===== src/hdl/alfs_pkg.sv =====
`timescale 1ns / 1ps
// alfs_pkg: shared types and constants of the access log field splitter
// no dependencies; imported by access_log_field_splitter_unit
package alfs_pkg;

  // width of the status and size value, saturating at all ones
  localparam int unsigned NUMBER_BITS = 31;

  // field numbering
  localparam logic [3:0] FIELD_DATE    = 4'd3;
  localparam logic [3:0] FIELD_REQUEST = 4'd4;
  localparam logic [3:0] FIELD_STATUS  = 4'd5;
  localparam logic [3:0] FIELD_SIZE    = 4'd6;
  localparam logic [3:0] FIELD_COUNT   = 4'd9;

  // delimiter characters
  localparam logic [7:0] CHAR_SPACE     = 8'h20;
  localparam logic [7:0] CHAR_TAB       = 8'h09;
  localparam logic [7:0] CHAR_BACKSLASH = 8'h5c;
  localparam logic [7:0] CHAR_LBRACKET  = 8'h5b;
  localparam logic [7:0] CHAR_RBRACKET  = 8'h5d;
  localparam logic [7:0] CHAR_QUOTE     = 8'h22;
  localparam logic [7:0] CHAR_DASH      = 8'h2d;
  localparam logic [7:0] CHAR_ZERO      = 8'h30;
  localparam logic [7:0] CHAR_NINE      = 8'h39;

  // error codes
  localparam logic [1:0] ERR_NONE       = 2'd0;
  localparam logic [1:0] ERR_OPEN       = 2'd1;
  localparam logic [1:0] ERR_UNTERM     = 2'd2;
  localparam logic [1:0] ERR_NOT_NUMBER = 2'd3;

  // input transaction
  typedef struct packed {
    logic [7:0] in_byte;
    logic       end_of_line;
  } alfs_in_t;

  // result transaction
  typedef struct packed {
    logic [3:0]             field_index;
    logic [7:0]             data_byte;
    logic                   data_valid;
    logic                   field_end;
    logic                   field_absent;
    logic [NUMBER_BITS-1:0] number_value;
    logic                   line_end;
    logic [3:0]             fields_parsed;
    logic [1:0]             error_code;
  } alfs_out_t;

endpackage


===== src/hdl/access_log_field_splitter_unit.sv =====
`timescale 1ns / 1ps
// access_log_field_splitter_unit: splits one access-log line, a byte per
// transaction, into nine fields; depends on alfs_pkg
//
// channel | direction | payload    | handshake
// in      | input     | alfs_in_t  | in_valid_i / in_ready_o
// out     | output    | alfs_out_t | out_valid_o / out_ready_i
//
// One byte is accepted per cycle when not stalled; any result it forms
// appears in the output register on the next cycle. The parse state and
// result register update in the same edge; unstalled, one byte per clock.
// While a result is held and out_ready_i is low, in_ready_o drops.
// Reset returns the parser to the start of a line with no result pending.
module access_log_field_splitter_unit (
  input  logic                clk_i,
  input  logic                rst_ni,
  input  logic                in_valid_i,
  output logic                in_ready_o,
  input  alfs_pkg::alfs_in_t  in_data_i,
  output logic                out_valid_o,
  input  logic                out_ready_i,
  output alfs_pkg::alfs_out_t out_data_o
);
  import alfs_pkg::*;

  typedef enum logic [2:0] {
    PH_SKIP,
    PH_TOKEN,
    PH_STRING,
    PH_DONE,
    PH_ERROR
  } phase_e;

  localparam int unsigned MacBits = NUMBER_BITS + 4;
  localparam logic [NUMBER_BITS-1:0] NumMax = {NUMBER_BITS{1'b1}};

  phase_e                 phase_q, phase_d;
  logic [3:0]             field_q, field_d;
  logic [7:0]             prev_q, prev_d;
  logic                   dash_q, dash_d;
  logic                   longer_q, longer_d;
  logic [NUMBER_BITS-1:0] acc_q, acc_d;
  logic [1:0]             err_q, err_d;
  logic                   out_valid_q;
  alfs_out_t              out_q;
  alfs_out_t              res;
  logic                   have;
  logic                   accept;

  assign accept      = in_valid_i && in_ready_o;
  assign in_ready_o  = !out_valid_q || out_ready_i;
  assign out_valid_o = out_valid_q;
  assign out_data_o  = out_q;

  // parse one byte and form its result
  always_comb begin
    logic [7:0]             b;
    logic                   eol;
    logic                   is_ws;
    logic                   is_num;
    logic                   is_digit;
    logic                   take;
    logic                   close;
    logic [7:0]             opener;
    logic [7:0]             closer;
    logic [MacBits-1:0]     mac;
    phase_e                 ph;
    logic [3:0]             fld;
    logic                   fwd;
    logic                   lto;
    logic [NUMBER_BITS-1:0] acc;
    logic [1:0]             err;

    b        = in_data_i.in_byte;
    eol      = in_data_i.end_of_line;
    is_ws    = (b == CHAR_SPACE) || (b == CHAR_TAB);
    is_num   = (field_q == FIELD_STATUS) || (field_q == FIELD_SIZE);
    is_digit = (b >= CHAR_ZERO) && (b <= CHAR_NINE);
    opener   = (field_q == FIELD_DATE) ? CHAR_LBRACKET : CHAR_QUOTE;
    closer   = (field_q == FIELD_DATE) ? CHAR_RBRACKET : CHAR_QUOTE;
    ph       = phase_q;
    fld      = field_q;
    fwd      = dash_q;
    lto      = longer_q;
    acc      = acc_q;
    err      = err_q;
    take     = 1'b0;
    close    = 1'b0;
    have     = 1'b0;
    res      = '0;
    res.field_index = field_q;

    // byte handling per phase
    unique case (phase_q)
      PH_SKIP: begin
        if (!is_ws) begin
          if ((field_q == FIELD_DATE) || (field_q == FIELD_REQUEST)) begin
            if (b == opener) begin
              fwd = 1'b0;
              lto = 1'b0;
              acc = '0;
              ph  = PH_STRING;
            end else begin
              err  = ERR_OPEN;
              ph   = PH_ERROR;
              have = 1'b1;
            end
          end else begin
            fwd  = 1'b0;
            lto  = 1'b0;
            acc  = '0;
            err  = ERR_NONE;
            ph   = PH_TOKEN;
            take = 1'b1;
          end
        end
      end
      PH_TOKEN: begin
        if (is_ws) begin
          close = 1'b1;
        end else begin
          take = 1'b1;
        end
      end
      PH_STRING: begin
        if ((b == closer) && (prev_q != CHAR_BACKSLASH)) begin
          close = 1'b1;
        end else begin
          take = 1'b1;
        end
      end
      default: begin
      end
    endcase

    // content byte: dash tracking and decimal accumulation
    mac = ({4'b0, acc} << 3) + ({4'b0, acc} << 1) + MacBits'(b[3:0]);
    if (take) begin
      have            = 1'b1;
      res.data_valid  = 1'b1;
      res.data_byte   = b;
      if (fwd || lto) begin
        lto = 1'b1;
      end else if (b == CHAR_DASH) begin
        fwd = 1'b1;
      end else begin
        lto = 1'b1;
      end
      if (is_num) begin
        if (is_digit) begin
          if (mac > {4'b0, NumMax}) begin
            acc = NumMax;
          end else begin
            acc = mac[NUMBER_BITS-1:0];
          end
        end else if (err == ERR_NONE) begin
          err = ERR_NOT_NUMBER;
        end
      end
    end

    // a token still open at line end closes with it
    if (eol && (ph == PH_TOKEN)) begin
      close = 1'b1;
    end

    // field close
    if (close) begin
      have             = 1'b1;
      res.field_end    = 1'b1;
      res.field_absent = fwd && !lto;
      if (is_num && !(fwd && !lto) && (err == ERR_NOT_NUMBER)) begin
        ph = PH_ERROR;
      end else begin
        if (is_num) begin
          if (fwd && !lto) begin
            err = ERR_NONE;
          end else begin
            res.number_value = acc;
          end
        end
        fld = fld + 4'd1;
        ph  = (fld >= FIELD_COUNT) ? PH_DONE : PH_SKIP;
      end
    end

    // line end checks
    if (eol) begin
      have         = 1'b1;
      res.line_end = 1'b1;
      if (ph == PH_STRING) begin
        err = ERR_UNTERM;
        ph  = PH_ERROR;
      end
      if ((ph == PH_SKIP) && (fld <= FIELD_REQUEST)) begin
        err = ERR_OPEN;
        ph  = PH_ERROR;
      end
      res.fields_parsed = fld;
    end

    res.error_code = (ph == PH_ERROR) ? err : ERR_NONE;

    // next state, back to line start after the final byte
    if (eol) begin
      phase_d  = PH_SKIP;
      field_d  = '0;
      prev_d   = '0;
      dash_d   = 1'b0;
      longer_d = 1'b0;
      acc_d    = '0;
      err_d    = ERR_NONE;
    end else begin
      phase_d  = ph;
      field_d  = fld;
      prev_d   = b;
      dash_d   = fwd;
      longer_d = lto;
      acc_d    = acc;
      err_d    = err;
    end
  end

  // parse state and result register
  always_ff @(posedge clk_i or negedge rst_ni) begin
    if (!rst_ni) begin
      phase_q     <= PH_SKIP;
      field_q     <= '0;
      prev_q      <= '0;
      dash_q      <= 1'b0;
      longer_q    <= 1'b0;
      acc_q       <= '0;
      err_q       <= ERR_NONE;
      out_valid_q <= 1'b0;
      out_q       <= '0;
    end else begin
      if (accept) begin
        phase_q     <= phase_d;
        field_q     <= field_d;
        prev_q      <= prev_d;
        dash_q      <= dash_d;
        longer_q    <= longer_d;
        acc_q       <= acc_d;
        err_q       <= err_d;
        out_valid_q <= have;
        if (have) begin
          out_q <= res;
        end
      end else if (out_ready_i) begin
        out_valid_q <= 1'b0;
      end
    end
  end

endmodule

===== config.mk =====
export PLATFORM = sky130hd
export DESIGN_NAME = access_log_field_splitter_unit
export DESIGN_NICKNAME = d
export VERILOG_FILES = /design/src/hdl/alfs_pkg.sv /design/src/hdl/access_log_field_splitter_unit.sv
export SDC_FILE = /design/constraint.sdc
export NUM_CORES = 1
export LEC_CHECK = 0
export BUFFER_PORTS_ARGS = -buffer_cell sky130_fd_sc_hd__buf_2
export CAP_MARGIN = 20
export CORE_MARGIN = 2
export CORE_UTILIZATION = 25
export CTS_BUF_LIST = sky130_fd_sc_hd__clkbuf_8
export DETAILED_ROUTE_END_ITERATION = 10
export PLACE_DENSITY = 0.41
export SYNTH_ARGS = -nofsm -noshare
export SYNTH_HDL_FRONTEND = slang
export SYNTH_SLANG_ARGS = --single-unit

===== constraint.sdc =====
create_clock -name clk_i -period 13.76 [get_ports clk_i]
set_input_delay 0 -clock clk_i [delete_from_list [all_inputs] [get_ports clk_i]]
set_output_delay 0 -clock clk_i [all_outputs]
set_load 0.02 [all_outputs]

* Word level (Yosys, flattened, before mapping)
Index checks and enable logic that the tools add are counted.
** Operators by class
- Add/sub/neg operators :: 3
- Order comparisons :: 5
- Eq/ne operators :: 16
- Muxes and demuxes :: 84
- Reductions and logical operators :: 21
** Operators with widths (count)
- $mux W31 :: 12
- $mux W2 :: 18
- $add A34 B32 Y35 :: 1
- $add A35 B4 Y35 :: 1
- $gt A35 B31 Y1 const B :: 1
- $mux W3 :: 11
- $mux W33 :: 1
- $mux W1 :: 32
- $eq A8 B6 Y1 const B :: 2
- $eq A8 B7 Y1 :: 2
- $mux W7 :: 2
- $eq A4 B3 Y1 const B :: 3
- $mux W4 :: 3
- $mux W9 :: 1
- $eq A8 B4 Y1 const B :: 1
- $ge A8 B6 Y1 const B :: 1
- $le A8 B6 Y1 const B :: 1
- $logic_and A1 B1 Y1 :: 8
- $mux W8 :: 1
- $ne A8 B7 Y1 const B :: 1
- $eq A3 B1 Y1 const B :: 2
- $eq A3 B2 Y1 const B :: 2
- $logic_not A3 Y1 :: 2
- $logic_or A1 B1 Y1 :: 5
- other kinds (13) :: 15
** Storage, ports and cells
- Register bits :: 104

* Depth between registers and ports, before layout
Gate-level depths: netlist of run 1.
- Word-level depth :: 26
- Depth in mapped cells :: 23
- Depth with buffers taken out :: 21

* Worst setup path after synthesis of run 1
OpenSTA, ideal clock, no wires.
- Kind :: register to register
- From :: reg field_q[0]
- To :: reg out_q (netlist bit out_data_o[29])
- Arrival :: 5.545 ns
- Required time :: 13.638 ns
- Slack :: 8.094 ns
- Cell stages (with the launch flop) :: 21
- Buffers on the path :: 2
- Clock period less this slack :: 5.666 ns
- Cells stage by stage :: dfrtp_1 -> ha_1 -> or3b_2 -> a32oi_1 -> a21o_1 -> clkbuf_1 -> nand2_1 -> fa_1 -> inv_1 -> ha_1 -> a211oi_1 -> nor2_4 -> o221ai_2 -> o21ba_2 -> o31a_1 -> nor4_4 -> mux2i_1 -> a2111o_1 -> buf_6 -> or3_4 -> a32o_1
** Between the ends
- Longest elaborated chain between the ends :: 18
- Elaborated cells on any way between the ends :: 77
- Classes of those cells :: 2 x add/sub; 1 x order compare; 8 x eq/ne; 54 x mux; 12 x reduce/logical
** RTL lines
- start, declared :: RTL line access_log_field_splitter_unit.sv:38 : logic [3:0] field_q, field_d;
- start signal, assigned :: RTL line access_log_field_splitter_unit.sv:239 : field_q <= field_d;
- $eq A4 B2 Y1 :: RTL line access_log_field_splitter_unit.sv:79, access_log_field_splitter_unit.sv:80, access_log_field_splitter_unit.sv:97
- $mux W7 :: RTL line access_log_field_splitter_unit.sv:79 : opener = (field_q == FIELD_DATE) ? CHAR_LBRACKET : CHAR_QUOTE;
- $eq A8 B7 Y1 :: RTL line access_log_field_splitter_unit.sv:98 : if (b == opener) begin
- $mux W31 :: RTL line access_log_field_splitter_unit.sv:98
- $mux W31 :: RTL line access_log_field_splitter_unit.sv:97 : if ((field_q == FIELD_DATE) || (field_q == FIELD_REQUEST)) begin
- $mux W31 :: RTL line access_log_field_splitter_unit.sv:96 : if (!is_ws) begin
- $mux W31 :: RTL line access_log_field_splitter_unit.sv:94 : unique case (phase_q)
- $add A34 B32 Y35 :: RTL line access_log_field_splitter_unit.sv:137 : mac = ({4'b0, acc} << 3) + ({4'b0, acc} << 1) + MacBits'(b[3:0]);
- [... 2 more ...]
- $mux W31 :: RTL line access_log_field_splitter_unit.sv:151 : if (mac > {4'b0, NumMax}) begin
- $mux W31 :: RTL line access_log_field_splitter_unit.sv:150 : if (is_digit) begin
- $mux W31 :: RTL line access_log_field_splitter_unit.sv:149 : if (is_num) begin
- $mux W31 :: RTL line access_log_field_splitter_unit.sv:138 : if (take) begin
- $mux W31 :: RTL line access_log_field_splitter_unit.sv:176 : if (fwd && !lto) begin
- $mux W31 :: RTL line access_log_field_splitter_unit.sv:175 : if (is_num) begin
- $mux W31 :: RTL line access_log_field_splitter_unit.sv:172 : if (is_num && !(fwd && !lto) && (err == ERR_NOT_NUMBER)) begin
- $mux W33 :: RTL line access_log_field_splitter_unit.sv:168 : if (close) begin
- end signal, assigned :: RTL line access_log_field_splitter_unit.sv:247 : out_q <= res;
- end, declared :: RTL line access_log_field_splitter_unit.sv:45 : alfs_out_t out_q;
Parallel ways exist; a longest one is shown, timed or not.
A chain may end at the register's enable or synchronous reset.

* Final worst setup path of run 1
- From :: reg field_q[0]
- To :: reg out_q (netlist bit out_data_o[18])
The elaborated chain is that of the path after synthesis.

==> flow_summary.yaml, run 1 <==
floorplan:
  die_x_um: 174
  die_area_um2: 30400
  core_area_um2: 28600
  placementRows: 62
  die_height_um: 174
  initial_utilization: 0.254
  pin_count: 68
clock_network:
  cts_buffers: 9
  clock-root-buffer: "clkbuf_8"
  clockBufferDepth: 2
  cts.sinks: 104
  postCtsHoldBufs: 10
  path_clk_slew_ps: 110
  post_cts_buffers: 0
  clock_latency_ps: 390
  cts_tree: "yes"
  htreeDepth: 3
  post_cts_resized: 0
grt:
  antenna_found_initial: 0
  grt_pass1_vias: 6264
  grt_start_max_net_pins: 76
  grt_pass1_wl_um: 34700
  grt-ovfl-total: 0
  groute.usage.overall: 0.142
layout:
  drive_above_1_share: 0.127
  mostFrequentLayoutCells: "104 x dfrtp_1, 73 x nand2_1, 66 x buf_2"
  final_cell_area_um2: 8270
  nets: 909
  diodes: 0
  stdcell_count: 1217
  final_common_cell: "dfrtp_1"
  fillers: 3067
  syn_to_final_growth_pct: 13.9
synthesis:
  syn_area_per_cell_um2: 9.30
  synth_area_um2: 7260
  ys_seq_area_frac: 0.359
  synth_ff_type: "dfrtp_1"
  yosysWarnings: 0
  synth_cell_type_count: 72
  ys_seq_elements: 104
  async_flop_share: 1.00
  synth_edf_count: 0
  syn_inst: 780
  syn_nets: 860
timing:
  setup_tns_ps: 0
  max_freq_mhz: 152
  rsz0062_at_grt: "no"
  maxSlewViolCount: 0
  worstMarginPinSlew_ps: 1040
  min_period_over_period: 0.479
  setup_violations: 0
  finalCriticalPeriod_ps: 6600
  slew-limit-headroom: 0.292
  finalClockSkew_ps: 10.6
  hold_viol_final: 0
setup_path:
  worstSetupStartpointType: "flop"
  required_ps: 14040
  critical_path_depth: 19
  crit_type: "reg2reg"
  r2r_slack_ps: 7160
  crit_buf_inv: 2
  end_kind: "flop"
  regToRegStartpoint: "field_q[0]"
  slowest_delay_ps: 840
  rr_worst_depth: 19
  rr_endpoint: "out_data_o[18]"
  critPathMostFrequentCell: "ha_1"
  crit_path_end: "out_data_o[18]"
  worstPathCellList: "ha_1 -> or3b_2 -> a32oi_1 -> a21o_1 -> buf_4 -> nand2_1 -> fa_1 -> inv_1 -> ha_1 -> a211oi_1 -> nor2_4 -> o221ai_2 -> o21ba_2 -> o31a_1 -> nor4_4 -> mux2i_1 -> a2111o_1 -> or3_1 -> a32o_1"
  crit_arrival_ps: 6880
  cp_slowest_cell: "a2111o_1"
  critPathTopFamily: "compound AO/OA/AOI/OAI gates"
  crit_fanout: 35
  startpoint: "field_q[0]"
routing:
  post-route-drc-count: 0
  wl_um: 21100
  ant_nets: 0
  firstDrtPassIters: 5
  drt_iter0_drc: 319
  wire_per_inst_um: 17.3
  viasPerCell: 4.99
  vias: 6077
worst_hold_path:
  hold_path_depth: 2
  hp-class: "in2reg"
  min_from: "in_data_i[0]"
placement:
  place_congestion: 0.794
  hpwlAfterDp_um: 14700
  dp.cells: 1191
  io_buffers: 67
  place_area_um2: 7940
power:
  peakVddDrop_v: 0.0000550
  power.density_nw_per_um2: 109
  leakage_nw: 4.12
run:
  drv_cap: 0
status:
  status: "complete, no violations"
layer usage:
metal | GRT usage | vias up | share of wire
met2 | 0.236 | 90 | 0.47
met4 | 0.0312 | 0 | 0.010
met3 | 0.0208 | 12 | 0.028
li1 | - | 3019 | -
met5 | 0 | - | 0
met1 | 0.194 | 2956 | 0.49
power breakdown:
group          leakage (nW)  internal (mW)  total, mW  switching [mW]
clock                 0.107          0.101      0.219           0.117
sequential             1.42          0.345      0.374          0.0298
combinational          2.60         0.0968      0.305           0.208
total                  4.12          0.543      0.898           0.355
metrics by stage:
stage                     setup WS (ps)  hold slack (ps)  utilization  total power, mW
after floorplan                    8090             -296            -            0.580
after CTS                          7170            0.449        0.288            0.914
final                              7160             21.0        0.289            0.898
after detailed placement           7210            -24.8        0.277            0.684
after global placement             7290            -22.1        0.277            0.685
after global routing               6760             7.29        0.289            0.962
cell type report:
type | count | area (um^2) | share of cell area
Clock inverter | 6 | 85.1 | 0.0103
Tap cell | 384 | 480 | 0.0581
Inverter | 25 | 93.8 | 0.0113
Multi-Input combinational cell | 604 | 4370 | 0.529
Timing Repair Buffer | 85 | 510 | 0.0617
Sequential cell | 104 | 2600 | 0.315
Clock buffer | 9 | 124 | 0.0150
worst min-delay path by stage:
stage	end	slack, ps
after floorplan	acc_q[0]	-300
after global placement	out_data_o[48]	-20
after detailed placement	out_data_o[48]	-20
after CTS	field_q[1]	0.4
after global routing	field_q[1]	7
final	field_q[1]	20
cells by family (layout without fill, tap and decap cells):
group,count (synthesis),in the layout,share of synthesized area
adders and majority gates,67,67,0.118
xor gates and xnor gates,27,27,0.0326
buffers and inverters,72,125,0.0414
muxes,4,4,0.00569
and+or+nand+nor,273,273,0.203
DFF,104,104,0.359
AOI/OAI and AO/OA,233,233,0.241
synthesized netlist by cell type, drive strengths merged, types with 6 or more instances:
cell    instances  area [um^2]
ha             65          813
nor3           21          105
o21a            7         52.6
o21bai          6         45.0
nand2b         31          194
xor2           10         87.6
a22o           11         96.3
dfrtp         104         2600
o21ai          45          225
a32o           55          551
a21o           19          143
inv            24         90.1
and2           31          194
nor2           42          165
and3            6         37.5
o31ai           8         60.1
buf            11         71.3
or3            29          196
xnor2          17          149
o22ai           7         43.8
clkbuf         36          135
a21oi          30          154
nand2          74          278
a31oi           9         56.3
state kept, by name (all words and copies together), names as in the netlist:
name / cells
out_data_o: 53
acc_q: 31
prev_q: 8
field_q: 4
phase_q: 3
err_q: 2
dash_q: 1
longer_q: 1
out_valid_o: 1
Power figures use the tool's default switching activity.
==> run 2: changes to the inputs <==
==> constraint.sdc (replaced) <==
create_clock -name clk_i -period 6.4 [get_ports clk_i]
set_input_delay 0 -clock clk_i [delete_from_list [all_inputs] [get_ports clk_i]]
set_output_delay 0 -clock clk_i [all_outputs]
set_load 0.02 [all_outputs]
==> flow_summary.yaml, run 2 (synthesis gave the netlist of run 1 again) <==
setup_path:
  end_kind: "flop"
  crit_buf_inv: 2
  slowest_delay_ps: 650
  worstPathCellList: "ha_1 -> or3b_2 -> a32oi_1 -> a21o_1 -> nand2_1 -> fa_1 -> inv_1 -> ha_1 -> a211oi_1 -> nor2_4 -> o221ai_2 -> o21ba_2 -> o31a_1 -> nor4_4 -> mux2i_1 -> a2111o_2 -> buf_4 -> or3_1 -> a32o_1"
  crit_arrival_ps: 6260
  crit_fanout: 16
  rr_endpoint: "acc_q[28]"
  crit_type: "reg2reg"
  critPathTopFamily: "compound AO/OA/AOI/OAI gates"
  critPathMostFrequentCell: "ha_1"
  r2r_slack_ps: 420
  required_ps: 6680
  rr_worst_depth: 19
  cp_slowest_cell: "a2111o_2"
  regToRegStartpoint: "field_q[0]"
  worstSetupStartpointType: "flop"
layout:
  largest_reg_flops: 53
  diodes: 0
  stdcell_count: 1224
  nets: 917
  syn_to_final_growth_pct: 14.3
  final_common_cell: "dfrtp_1"
  drive_above_1_share: 0.136
  mostFrequentLayoutCells: "104 x dfrtp_1, 73 x nand2_1, 66 x buf_2"
clock_network:
  post_cts_buffers: 0
  cts_tree: "yes"
  htreeDepth: 3
  clockBufferDepth: 2
  path_clk_slew_ps: 120
  clock_latency_ps: 390
  clock-root-buffer: "clkbuf_8"
  cts_buffers: 9
  cts.sinks: 104
timing:
  rsz0062_at_grt: "no"
  finalCriticalPeriod_ps: 5980
  hold_viol_final: 0
  worstMarginPinSlew_ps: 917
  min_period_over_period: 0.934
  worst_hold_slack_ps: 118
  max_freq_mhz: 167
  finalClockSkew_ps: 17.1
  setup_violations: 0
  maxSlewViolCount: 0
  setup_ws_ps: 420
  setup_tns_ps: 0
  slew-limit-headroom: 0.389
power:
  power.density_nw_per_um2: 229
  peakVddDrop_v: 0.0000922
  leakage_nw: 4.14
routing:
  wl_um: 21600
  wire_per_inst_um: 17.6
  vias: 6190
  firstDrtPassIters: 5
  top_layer: "met4"
  ant_nets: 0
  post-route-drc-count: 0
  drt-met1-wl_um: 10300
  drt_iter0_drc: 402
  dr_wl_met3_um: 600
  viasPerCell: 5.06
  met2_length_um: 10500
floorplan:
  placementRows: 62
  die_x_um: 174
  core_area_um2: 28600
  die_area_um2: 30400
  die_height_um: 174
  initial_utilization: 0.254
  pin_count: 68
grt:
  grt_pass1_wl_um: 35600
  grt-ovfl-total: 0
  grt_pass1_vias: 6383
  antenna_found_initial: 0
  grt_start_max_net_pins: 67
  groute.usage.overall: 0.146
status:
  status: "complete, no violations"
placement:
  dp.cells: 1199
  hpwlAfterDp_um: 15000
  io_buffers: 67
  pre_cts_ws_ps: 331
  place_congestion: 0.818
worst_hold_path:
  hp-class: "in2async"
run:
  drv_cap: 0
==> run 2: cell types whose count changed in the layout (fill, tap and decap cells not counted), sizes merged <==
| cell | previous run | this run |
|---|---|---|
| clkinvlp | 1 | 2 |
| dlygate4sd3 | 10 | 11 |
| bufinv | 2 | 1 |
| buf | 75 | 82 |
| inv | 26 | 25 |
==> run 2: worst max path at each step <==
stage	startpoint	endpoint	slack, ps	cells past startpoint
finish	field_q[0]	acc_q[28]	420	19
global route	field_q[0]	out_data_o[31]	60	19
CTS	field_q[0]	acc_q[28]	300	19
detailed placement	field_q[0]	acc_q[28]	330	19
global placement	field_q[0]	acc_q[29]	470	19
floorplan	field_q[0]	out_data_o[29]	730	20
==> run 2: worst reg2reg max path: stages (launching register included) <==
cell and delay, ps:
dfrtp_1 490, ha_1 270, or3b_2 520, a32oi_1 280
a21o_1 220, nand2_1 120, fa_1 580, inv_1 60
ha_1 300, a211oi_1 410, nor2_4 90, o221ai_2 260
o21ba_2 260, o31a_1 270, nor4_4 80, mux2i_1 120
a2111o_2 650, buf_4 240, or3_1 400, a32o_1 270
==> run 2: layer usage <==
metal,track usage,vias up
met1,0.196,3044
li1,-,3031
met2,0.247,103
met5,0,-
met4,0.0329,0
met3,0.0203,12
==> run 2: power by group <==
part           leakage, nW  internal (mW)  total, mW  switching, mW
combinational         2.64          0.218      0.663          0.445
sequential            1.42          0.741      0.806         0.0648
clock               0.0876          0.178      0.431          0.253
==> run 2: per-stage QoR <==
stage          total power [mW]   util  area, um^2
6_report                   1.90  0.290        8290
5_1_grt                    2.04  0.290        8290
4_1_cts                    1.93  0.290        8290
3_5_place_dp               1.48  0.279        8000
3_3_place_gp               1.49  0.279        8000
2_1_floorplan              1.25      -        7260
==> run 2: repair_timing <==
action                                 4_1_cts  5_1_grt
setup endpoints to repair                    0       12
endpoints found under the hold margin       54        0
gates resized for setup                      0        1
hold buffers                                11        0
==> run 2: layout make-up <==
cell class                      instances  area [um^2]
Multi-Input combinational cell        604         4370
Timing Repair Buffer                   93          561
Fill cell                            3038        20300
Clock buffer                            9          124
Tap cell                              384          480
Clock inverter                          5         58.8
Inverter                               25         93.8
Sequential cell                       104         2600
